$ cat src/rtl/core/adsr_pkg.sv
// Package for the ADSR envelope counter: phase and action codes, state and
// configuration structs, the rate period table and the exponential divider table.
// No dependencies.
package adsr_pkg;

    typedef enum logic [1:0] {
        PH_ATTACK  = 2'd0,
        PH_DECAY   = 2'd1,
        PH_RELEASE = 2'd2
    } phase_t;

    typedef enum logic [2:0] {
        ACT_TICK     = 3'd0,
        ACT_GATE_ON  = 3'd1,
        ACT_GATE_OFF = 3'd2,
        ACT_RESET    = 3'd3,
        ACT_LOAD     = 3'd4
    } action_t;

    localparam logic [1:0] CFG_ATTACK_RATE    = 2'd0;
    localparam logic [1:0] CFG_DECAY_RATE     = 2'd1;
    localparam logic [1:0] CFG_SUSTAIN_NIBBLE = 2'd2;
    localparam logic [1:0] CFG_RELEASE_RATE   = 2'd3;

    localparam logic [7:0]  ENV_MAX   = 8'hFF;
    localparam logic [14:0] RATE_ZERO = 15'd0;

    typedef struct packed {
        logic [3:0] attack_rate;
        logic [3:0] decay_rate;
        logic [3:0] sustain_nibble;
        logic [3:0] release_rate;
    } cfg_t;

    typedef struct packed {
        phase_t      phase;
        logic [7:0]  env_cnt;
        logic [14:0] rate_cnt;
        logic [4:0]  exp_cnt;
        logic [4:0]  exp_per;
        logic        hold_zero;
    } env_state_t;

    localparam env_state_t STATE_RESET = '{
        phase:     PH_RELEASE,
        env_cnt:   8'd0,
        rate_cnt:  15'd0,
        exp_cnt:   5'd0,
        exp_per:   5'd1,
        hold_zero: 1'b1
    };

    function automatic logic [14:0] rate_period(input logic [3:0] sel);
        logic [14:0] p;
        case (sel)
            4'd0:    p = 15'd9;
            4'd1:    p = 15'd32;
            4'd2:    p = 15'd63;
            4'd3:    p = 15'd95;
            4'd4:    p = 15'd149;
            4'd5:    p = 15'd220;
            4'd6:    p = 15'd267;
            4'd7:    p = 15'd313;
            4'd8:    p = 15'd392;
            4'd9:    p = 15'd977;
            4'd10:   p = 15'd1954;
            4'd11:   p = 15'd3126;
            4'd12:   p = 15'd3907;
            4'd13:   p = 15'd11720;
            4'd14:   p = 15'd19532;
            default: p = 15'd31251;
        endcase
        return p;
    endfunction

    // The divider period changes only at a few breakpoints of the count.
    function automatic logic [4:0] exp_period_for(input logic [7:0] env,
                                                  input logic [4:0] cur);
        logic [4:0] p;
        case (env)
            8'hFF:   p = 5'd1;
            8'h5D:   p = 5'd2;
            8'h36:   p = 5'd4;
            8'h1A:   p = 5'd8;
            8'h0E:   p = 5'd16;
            8'h06:   p = 5'd30;
            8'h00:   p = 5'd1;
            default: p = cur;
        endcase
        return p;
    endfunction

endpackage

$ cat src/rtl/core/adsr_if.sv
// Handshake interfaces for the ADSR envelope counter: the input item channel
// and the result item channel. No dependencies.
interface adsr_in_if;
    logic       valid;
    logic       ready;
    logic [2:0] action;
    logic [7:0] load_value;

    modport source (output valid, output action, output load_value, input ready);
    modport sink (input valid, input action, input load_value, output ready);
endinterface

interface adsr_out_if;
    logic       valid;
    logic       ready;
    logic [7:0] env_level;
    logic [1:0] phase;
    logic       idle;

    modport source (output valid, output env_level, output phase, output idle,
                    input ready);
    modport sink (input valid, input env_level, input phase, input idle,
                  output ready);
endinterface

$ cat src/rtl/core/adsr_cfg_regs.sv
// Configuration register file of the ADSR envelope counter.
// Depends on adsr_pkg.
module adsr_cfg_regs (
    input  logic          clk,
    input  logic          rst_n,
    input  logic          cfg_we,
    input  logic [1:0]    cfg_index,
    input  logic [3:0]    cfg_data,
    output adsr_pkg::cfg_t cfg
);

    adsr_pkg::cfg_t cfg_reg;
    adsr_pkg::cfg_t cfg_next;

    always_comb
    begin
        cfg_next = cfg_reg;
        if (cfg_we)
        begin
            unique case (cfg_index)
                adsr_pkg::CFG_ATTACK_RATE:    cfg_next.attack_rate    = cfg_data;
                adsr_pkg::CFG_DECAY_RATE:     cfg_next.decay_rate     = cfg_data;
                adsr_pkg::CFG_SUSTAIN_NIBBLE: cfg_next.sustain_nibble = cfg_data;
                adsr_pkg::CFG_RELEASE_RATE:   cfg_next.release_rate   = cfg_data;
                default:                      cfg_next = cfg_reg;
            endcase
        end
    end

    always_ff @(posedge clk or negedge rst_n)
    begin
        if (!rst_n)
        begin
            cfg_reg <= '0;
        end
        else
        begin
            cfg_reg <= cfg_next;
        end
    end

    assign cfg = cfg_reg;

endmodule

$ cat src/rtl/core/adsr_next_state.sv
// Combinational next-state logic of the ADSR envelope counter: applies one
// item to the current envelope state. Depends on adsr_pkg.
module adsr_next_state (
    input  adsr_pkg::env_state_t cur,
    input  adsr_pkg::cfg_t       cfg,
    input  logic [2:0]           action,
    input  logic [7:0]           load_value,
    output adsr_pkg::env_state_t nxt
);

    logic [3:0]  rate_sel;
    logic [14:0] rate_inc;
    logic        rate_hit;
    logic [7:0]  sustain_target;
    logic [7:0]  attack_env;
    logic [4:0]  fall_cnt;
    logic        fall_hit;
    logic [7:0]  fall_env;

    always_comb
    begin
        case (cur.phase)
            adsr_pkg::PH_ATTACK: rate_sel = cfg.attack_rate;
            adsr_pkg::PH_DECAY:  rate_sel = cfg.decay_rate;
            default:             rate_sel = cfg.release_rate;
        endcase
    end

    assign rate_inc       = cur.rate_cnt + 15'd1;
    assign rate_hit       = (rate_inc == adsr_pkg::rate_period(rate_sel));
    assign sustain_target = {cfg.sustain_nibble, cfg.sustain_nibble};
    assign attack_env     = (cur.env_cnt != adsr_pkg::ENV_MAX) ? cur.env_cnt + 8'd1
                                                               : cur.env_cnt;
    assign fall_cnt       = cur.exp_cnt + 5'd1;
    assign fall_hit       = (fall_cnt >= cur.exp_per);
    assign fall_env       = (cur.env_cnt != 8'd0) ? cur.env_cnt - 8'd1 : 8'd0;

    always_comb
    begin
        logic do_fall;
        do_fall = 1'b0;
        nxt     = cur;
        unique case (adsr_pkg::action_t'(action))
            adsr_pkg::ACT_TICK:
            begin
                if (!rate_hit)
                begin
                    nxt.rate_cnt = rate_inc;
                end
                else
                begin
                    nxt.rate_cnt = adsr_pkg::RATE_ZERO;
                    case (cur.phase)
                        adsr_pkg::PH_ATTACK:
                        begin
                            nxt.exp_cnt = 5'd0;
                            nxt.env_cnt = attack_env;
                            if (attack_env == adsr_pkg::ENV_MAX)
                            begin
                                nxt.phase   = adsr_pkg::PH_DECAY;
                                nxt.exp_per = 5'd1;
                            end
                        end
                        adsr_pkg::PH_DECAY:
                            do_fall = !cur.hold_zero && (cur.env_cnt != sustain_target);
                        default:
                            do_fall = !cur.hold_zero;
                    endcase
                end
            end
            adsr_pkg::ACT_GATE_ON:
            begin
                nxt.phase     = adsr_pkg::PH_ATTACK;
                nxt.hold_zero = 1'b0;
                nxt.exp_cnt   = 5'd0;
            end
            adsr_pkg::ACT_GATE_OFF: nxt.phase = adsr_pkg::PH_RELEASE;
            adsr_pkg::ACT_RESET:    nxt = adsr_pkg::STATE_RESET;
            adsr_pkg::ACT_LOAD:     nxt.env_cnt = load_value;
            default:                nxt = cur;
        endcase

        // One pass of the exponential divider for decay and release steps.
        if (do_fall)
        begin
            if (fall_hit)
            begin
                nxt.exp_cnt = 5'd0;
                nxt.env_cnt = fall_env;
                nxt.exp_per = adsr_pkg::exp_period_for(fall_env, cur.exp_per);
                if (fall_env == 8'd0)
                begin
                    nxt.hold_zero = 1'b1;
                end
            end
            else
            begin
                nxt.exp_cnt = fall_cnt;
            end
        end
    end

endmodule

$ cat src/rtl/core/adsr_envelope_counter.sv
// ADSR envelope counter top level. Throughput: one item per cycle while the
// result channel does not stall, set by the single pass from the input register
// through the next-state logic to the state and result registers. Reset: phase
// release, count zero, hold at zero set, divider period one, all configuration
// registers zero; no clearing pass.
module adsr_envelope_counter (
    input  logic              clk,
    input  logic              rst_n,
    input  logic              cfg_we,
    input  logic [1:0]        cfg_index,
    input  logic [3:0]        cfg_data,
    adsr_in_if.sink           item_in,
    adsr_out_if.source        result_out
);

    adsr_pkg::cfg_t       cfg;
    adsr_pkg::env_state_t state_reg;
    adsr_pkg::env_state_t state_next;

    logic       in_valid_reg;
    logic [2:0] action_reg;
    logic [7:0] load_reg;
    logic       out_valid_reg;
    logic [7:0] env_out_reg;
    logic [1:0] phase_out_reg;
    logic       idle_out_reg;
    logic       advance;
    logic       in_take;
    logic       idle_next;

    adsr_cfg_regs u_cfg (
        .clk       (clk),
        .rst_n     (rst_n),
        .cfg_we    (cfg_we),
        .cfg_index (cfg_index),
        .cfg_data  (cfg_data),
        .cfg       (cfg)
    );

    adsr_next_state u_next (
        .cur        (state_reg),
        .cfg        (cfg),
        .action     (action_reg),
        .load_value (load_reg),
        .nxt        (state_next)
    );

    // The held item moves on whenever the result register is free or drains.
    assign advance       = in_valid_reg && (!out_valid_reg || result_out.ready);
    assign item_in.ready = !in_valid_reg || advance;
    assign in_take       = item_in.valid && item_in.ready;

    assign idle_next = (state_next.phase != adsr_pkg::PH_ATTACK)
                    && (state_next.phase != adsr_pkg::PH_DECAY)
                    && state_next.hold_zero && (state_next.env_cnt == 8'd0);

    always_ff @(posedge clk or negedge rst_n)
    begin
        if (!rst_n)
        begin
            in_valid_reg  <= 1'b0;
            out_valid_reg <= 1'b0;
            state_reg     <= adsr_pkg::STATE_RESET;
        end
        else
        begin
            if (item_in.ready)
            begin
                in_valid_reg <= item_in.valid;
            end
            if (advance)
            begin
                out_valid_reg <= 1'b1;
                state_reg     <= state_next;
            end
            else if (result_out.ready)
            begin
                out_valid_reg <= 1'b0;
            end
        end
    end

    always_ff @(posedge clk)
    begin
        if (in_take)
        begin
            action_reg <= item_in.action;
            load_reg   <= item_in.load_value;
        end
        if (advance)
        begin
            env_out_reg   <= state_next.env_cnt;
            phase_out_reg <= state_next.phase;
            idle_out_reg  <= idle_next;
        end
    end

    assign result_out.valid     = out_valid_reg;
    assign result_out.env_level = env_out_reg;
    assign result_out.phase     = phase_out_reg;
    assign result_out.idle      = idle_out_reg;

    a_advance_gives_result: assert property (@(posedge clk) disable iff (!rst_n)
        advance |=> out_valid_reg)
        else $error("processed item produced no result");

    a_state_only_on_item: assert property (@(posedge clk) disable iff (!rst_n)
        !advance |=> $stable(state_reg))
        else $error("envelope state changed without an item");

    a_attack_not_held: assert property (@(posedge clk) disable iff (!rst_n)
        (state_reg.phase == adsr_pkg::PH_ATTACK) |-> !state_reg.hold_zero)
        else $error("hold at zero set during attack");

    a_divider_nonzero: assert property (@(posedge clk) disable iff (!rst_n)
        state_reg.exp_per != 5'd0)
        else $error("exponential divider period is zero");

    a_idle_in_release: assert property (@(posedge clk) disable iff (!rst_n)
        (out_valid_reg && idle_out_reg) |->
            (phase_out_reg == adsr_pkg::PH_RELEASE) && (env_out_reg == 8'd0))
        else $error("idle reported outside release at zero");

endmodule

$ cat src/flat_wrapper.sv
// flat-port wrapper written by rule: the top's interface ports become plain ports
module adsr_envelope_counter_flat 
  (clk, rst_n, cfg_we, cfg_index, cfg_data, item_in_valid, item_in_action, item_in_load_value, item_in_ready, result_out_valid, result_out_env_level, result_out_phase, result_out_idle, result_out_ready);
  adsr_in_if item_in_i ();
  adsr_out_if result_out_i ();
  input  logic clk;
  input  logic rst_n;
  input  logic cfg_we;
  input  logic [1:0] cfg_index;
  input  logic [3:0] cfg_data;
  input wire logic [$bits(item_in_i.valid)-1:0] item_in_valid;
  input wire logic [$bits(item_in_i.action)-1:0] item_in_action;
  input wire logic [$bits(item_in_i.load_value)-1:0] item_in_load_value;
  output wire logic [$bits(item_in_i.ready)-1:0] item_in_ready;
  output wire logic [$bits(result_out_i.valid)-1:0] result_out_valid;
  output wire logic [$bits(result_out_i.env_level)-1:0] result_out_env_level;
  output wire logic [$bits(result_out_i.phase)-1:0] result_out_phase;
  output wire logic [$bits(result_out_i.idle)-1:0] result_out_idle;
  input wire logic [$bits(result_out_i.ready)-1:0] result_out_ready;
  assign item_in_i.valid = item_in_valid;
  assign item_in_i.action = item_in_action;
  assign item_in_i.load_value = item_in_load_value;
  assign item_in_ready = item_in_i.ready;
  assign result_out_valid = result_out_i.valid;
  assign result_out_env_level = result_out_i.env_level;
  assign result_out_phase = result_out_i.phase;
  assign result_out_idle = result_out_i.idle;
  assign result_out_i.ready = result_out_ready;
  adsr_envelope_counter u_core (.clk(clk), .rst_n(rst_n), .cfg_we(cfg_we), .cfg_index(cfg_index), .cfg_data(cfg_data), .item_in(item_in_i), .result_out(result_out_i));
endmodule
$ cat config.mk
export PLATFORM = sky130hd
export DESIGN_NAME = adsr_envelope_counter_flat
export DESIGN_NICKNAME = d
export VERILOG_FILES = /design/src/rtl/core/adsr_pkg.sv /design/src/rtl/core/adsr_if.sv /design/src/rtl/core/adsr_cfg_regs.sv /design/src/rtl/core/adsr_next_state.sv /design/src/rtl/core/adsr_envelope_counter.sv /design/src/flat_wrapper.sv
export SDC_FILE = /design/constraint.sdc
export NUM_CORES = 1
export LEC_CHECK = 0
export ABC_AREA = 1
export BUFFER_PORTS_ARGS = -buffer_cell sky130_fd_sc_hd__buf_2
export CAP_MARGIN = 20
export CELL_PAD_IN_SITES_DETAIL_PLACEMENT = 1
export CELL_PAD_IN_SITES_GLOBAL_PLACEMENT = 1
export CORE_MARGIN = 3
export CORE_UTILIZATION = 45
export DETAILED_ROUTE_END_ITERATION = 10
export GPL_ROUTABILITY_DRIVEN = 1
export GPL_TIMING_DRIVEN = 1
export PLACE_DENSITY = 0.81
export SYNTH_ARGS = -nofsm -noshare
export SYNTH_HDL_FRONTEND = slang
export SYNTH_HIERARCHICAL = 1
export SYNTH_SLANG_ARGS = --single-unit
export TNS_END_PERCENT = 1
$ cat constraint.sdc
create_clock -name clk -period 6.5 [get_ports clk]
set_input_delay 1.3 -clock clk [delete_from_list [all_inputs] [get_ports clk]]
set_output_delay 1.3 -clock clk [all_outputs]
set_load 0.02 [all_outputs]
* After elaboration in Yosys (flattened, before gate mapping)
Memory sizes are Yosys's and may differ from the RTL's.
Index checks and enable logic that the tools add are counted.
** Storage, ports and cells
- Bits in registers :: 76
- Memories kept :: 1
- ROM bits :: 240
- Bits of input ports :: 22
- Word-level logic and storage cells :: 104
** Memory list
- (no name shown) :: depth 16, bits a word 15, rd ports 1, clocked after memory_dff 0, wr ports 0, line adsr_pkg.sv:55 : case (sel)
** Cells by class
- Magnitude comparators :: 1
- $add $sub $neg :: 4
- Eq/ne operators :: 22
- Reductions and logical operators :: 31
- Muxes and demuxes :: 28
** Operator list (number)
- 10-bit 2-to-1 mux :: 4
- 8-bit 2-to-1 mux :: 4
- 15-bit one-hot mux with 2 select lines :: 1
- 5-bit one-hot mux with 6 select lines :: 1
- 8-bit one-hot mux with 3 select lines :: 1
- 5-bit one-hot mux with 2 select lines :: 2
- 8-bit equality test, second input constant :: 2
- 8-bit zero test :: 2
- 15-bit by 1-bit adder with 15-bit output, second input constant :: 1
- 15-bit equality test :: 1
- 15-bit 2-to-1 mux :: 1
- 2-bit AND reduction :: 6
- 11-bit 2-to-1 mux :: 1
- 5-bit 2-to-1 mux :: 2
- 8-bit by 1-bit adder with 8-bit output, second input constant :: 1
- 8-bit by 3-bit equality test with 1-bit output, second input constant :: 1
- 8-bit by 4-bit equality test with 1-bit output, second input constant :: 1
- 8-bit by 5-bit equality test with 1-bit output, second input constant :: 1
- 8-bit by 6-bit equality test with 1-bit output, second input constant :: 1
- 8-bit by 7-bit equality test with 1-bit output, second input constant :: 1
- 8-bit by 3-bit inequality test with 1-bit output, second input constant :: 1
- 8-bit inequality test :: 1
- 8-bit inequality test, second input constant :: 1
- 4-bit one-hot mux with 2 select lines :: 1
- other kinds (26) :: 47

* Logic depth before layout (Yosys ltp)
- Depth in word-level cells :: 11
- Gate-level depth with buffers :: 24

* By module
Netlist, hierarchy kept.
** By module, submodules not included
- adsr_next_state :: times used 1, cells each 640, area each 3256.9 um2
- adsr_envelope_counter :: times used 1, cells each 198, area each 2250.9 um2
- adsr_cfg_regs :: times used 1, cells each 75, area each 709.4 um2

* Least setup slack after synthesis
OpenSTA, ideal clock, no wires.
- Path kind :: register -> register
- Start :: register u_core/state_reg[35] (netlist bit)
- End :: register u_core.idle_out_reg, in the netlist u_core/result_out.idle (data pin)
- Stages on the path, launching flop included :: 24
- Library setup time :: 251 ps
- Required time :: 6249 ps
- Data arrival time :: 2915 ps
- Path slack :: 3334 ps
- Cell sequence :: dfstp_2 > buf_6 > inv_4 > nand3b_1 > inv_1 > nor2_1 > ha_1 > nand4_1 > nand2_1 > nand2_1 > nand2_1 > nand2_1 > nand2_1 > inv_1 > nand3_1 > nor2_4 > nand3_4 > nor2_8 > buf_6 > nor2_1 > a21oi_1 > nor2_1 > nand3_1 > nor2_1
** RTL lines
- start: declaration :: line adsr_envelope_counter.sv:17 : adsr_pkg::env_state_t state_reg;
- start signal: assignment :: line adsr_envelope_counter.sv:63 : state_reg <= adsr_pkg::STATE_RESET;
- start signal: assignment :: line adsr_envelope_counter.sv:74 : state_reg <= state_next;
- end signal: assignment :: line adsr_envelope_counter.sv:94 : idle_out_reg <= idle_next;
- end: declaration :: line adsr_envelope_counter.sv:26 : logic idle_out_reg;

==> impl_metrics.json <==
{
  "post_cts_buffers": 0,
  "vias_per_cell": 5.682,
  "path_clk_slew_ps": 70,
  "wl_um": 20320,
  "drtIter0Drc": 407,
  "nFillCells": 1833,
  "hold_viol_final": 0,
  "synth_seq_cells": 76,
  "start_util_pct": 46.40,
  "cts.sinks": 76,
  "ys_async_sr_fraction_pct": 71.05,
  "min_path_type": "flip-flop to flip-flop",
  "nets": 976,
  "gp_congestion": 0.9293,
  "cts_made_buffers": 9,
  "finalCriticalPeriod_ps": 4171,
  "finalSetupTns_ps": 0,
  "synth_fp_nets": 958,
  "synthFlopType": "dfrtp_1",
  "arrival_ps": 4290,
  "multiInputGateArea_um2": 3612,
  "rows": 42,
  "die_height_um": 123.5,
  "yosys.area.top_type": "dfrtp_1",
  "io_pins": 35,
  "grt.overflow.total": 0,
  "slew_headroom_pct": 41.22,
  "synth_cell_types": 43,
  "required_ps": 6620,
  "ys_seq_area_share_pct": 32.42,
  "rsz0062_at_grt": "no",
  "syn_to_final_growth_pct": 7.688,
  "cts_max_path_buffers": 2,
  "fmax_mhz": 239.8,
  "grt_max_degree": 55,
  "powerDensity_nw_per_um2": 372.4,
  "synth_top_cell_area_share_pct": 20.53,
  "cts_resized": 0,
  "die_x_um": 123.5,
  "io_buffers": 34,
  "ys_top_cells_by_count": "nand2_1, nand3_1, inv_1, nor2_1, dfrtp_1",
  "synth_edf_count": 22,
  "syn_area_per_cell_um2": 6.810,
  "routedWlPerCell_um": 18.27,
  "cts_tree": "done",
  "finClkSkew_ps": 10.67,
  "cts_htree_levels": 3,
  "outcome": "complete, no violations",
  "yosysMostFrequentCell": "nand2_1",
  "path_max_fanout": 21,
  "dp_hpwl_um": 15280,
  "ant_nets": 0,
  "syn_area_um2": 6217,
  "grt_pass1_wl_um": 33700,
  "max_slew.worst_pin.slew_ps": 878.6,
  "dieArea_um2": 15260,
  "crit_path_end_kind": "flip-flop",
  "max_cap_violations": 0,
  "clk_latency_ps": 350,
  "final_util_pct": 49.96,
  "cts_hold_buf": 0,
  "track_usage_pct": 28.30,
  "total_power_mw": 2.493,
  "yosysWarnings": 6,
  "antenna_found_initial": 0,
  "largest_reg_flops": 36,
  "worstSetupPathType": "flip-flop to flip-flop",
  "coreArea_um2": 13400,
  "grt_pass1_vias": 6604,
  "setup_viol": 0,
  "start_kind": "flip-flop",
  "synth.top_cells.by_area": "dfrtp_1, nand2_1, nand3_1",
  "maxSlewViolCount": 0,
  "p_leak_nw": 3.365,
  "irDropWorstVdd_v": 0.0001860,
  "regArea_um2": 2016,
  "antennaDiodeCount": 0,
  "drive_gt1_share_pct": 10.26,
  "period_share_pct": 64.17,
  "clock-root-buffer": "clkbuf_16",
  "synth_cells": 913,
  "firstDrtPassIters": 7,
  "vias": 6318,
  "drc": 0
}
-- per-layer routing --
layer | vias to the layer above | wire [um] | track usage (%)
met5 | - | 0 | 0
met4 | 0 | 466 | 9.896
met3 | 38 | 834 | 4.163
met2 | 143 | 10210 | 48.69
met1 | 3107 | 8813 | 36.17
li1 | 3030 | - | -
-- cell families after synthesis --
kind of cell               synth area share [%]
and+or+nand+nor                           45.86
buffers and inverters                     9.479
DFF                                       32.42
AOI/OAI and AO/OA                         5.353
adders and majority gates                 4.629
xor gates and xnor gates                  2.254
-- path summary, 6_finish.rpt --
path	start	to	slack, ps	cells after the start
setup / recovery	u_core/state_reg[35]	u_core/result_out.idle	2330	21
hold / removal	u_core/u_cfg/cfg[13]	u_core/u_cfg/cfg[13]	480	2
setup reg to reg	u_core/state_reg[35]	u_core/result_out.idle	2330	21
hold reg to reg	u_core/u_cfg/cfg[13]	u_core/u_cfg/cfg[13]	480	2
max in group asynchronous	rst_n	u_core/state_reg[31]	4890	2
min in group asynchronous	rst_n	u_core/state_reg[20]	1100	2
-- through the flow --
| step | setup slack, ps | hold WS (ps) | cell area, um^2 | instances |
|---|---|---|---|---|
| floorplan | 3334 | 433.2 | 6217 | 913 |
| global placement | 2568 | 461.4 | 6385 | 1096 |
| detailed placement | 2420 | 466.2 | 6385 | 1096 |
| CTS | 2406 | 482.1 | 6695 | 1112 |
| global route | 1973 | 491.6 | 6695 | 1112 |
| finish | 2329 | 481.4 | 6695 | 1112 |
-- layout make-up --
cell class                 count  share of cell area (%)
clock buffer                   9                   3.364
clock inverter                 7                   1.271
inverter                      91                   5.139
multi-input combinational    716                   53.95
sequential                    76                   30.11
tap                          176                   3.289
timing repair buffer          37                   2.878
-- critical path: stages, from the launching register on --
cell	delay, ps
dfstp_2	670
nor2_8	110
nand2_1	110
nand2_1	60
nor2_1	330
ha_1	330
nand4_1	190
nand2_1	100
nand2_1	110
nand2_1	50
nand2_1	60
nand2_1	60
nor2_1	100
nand2_1	90
nor2_4	230
nand2_2	360
nand2_1	170
nand3_1	100
a21oi_1	480
nor2_1	90
nand2_1	90
nor2_1	40
-- where the power goes --
group          switching, mW  leakage (nW)  internal (mW)
combinational          0.922          2.30          0.368
sequential            0.0971         0.924          0.579
clock                  0.224         0.146          0.304
-- cell usage in the layout, fill, tap and decap left out, types with 3 or more instances in the layout --
master	n
a21oi_1	11
buf_2	34
buf_4	3
clkbuf_16	9
clkinv_1	3
dfrtp_1	51
dfstp_2	3
edfxtp_1	22
ha_1	23
inv_1	83
inv_2	4
nand2_1	303
nand2_2	8
nand3_1	137
nand3_2	4
nand3_4	4
nand3b_1	4
nand4_1	43
nor2_1	83
nor2_2	5
nor2_4	7
nor3_1	5
o21ai_0	40
o21ai_1	5
xnor2_1	4
xor2_1	12
Power figures use the tool's default switching activity.
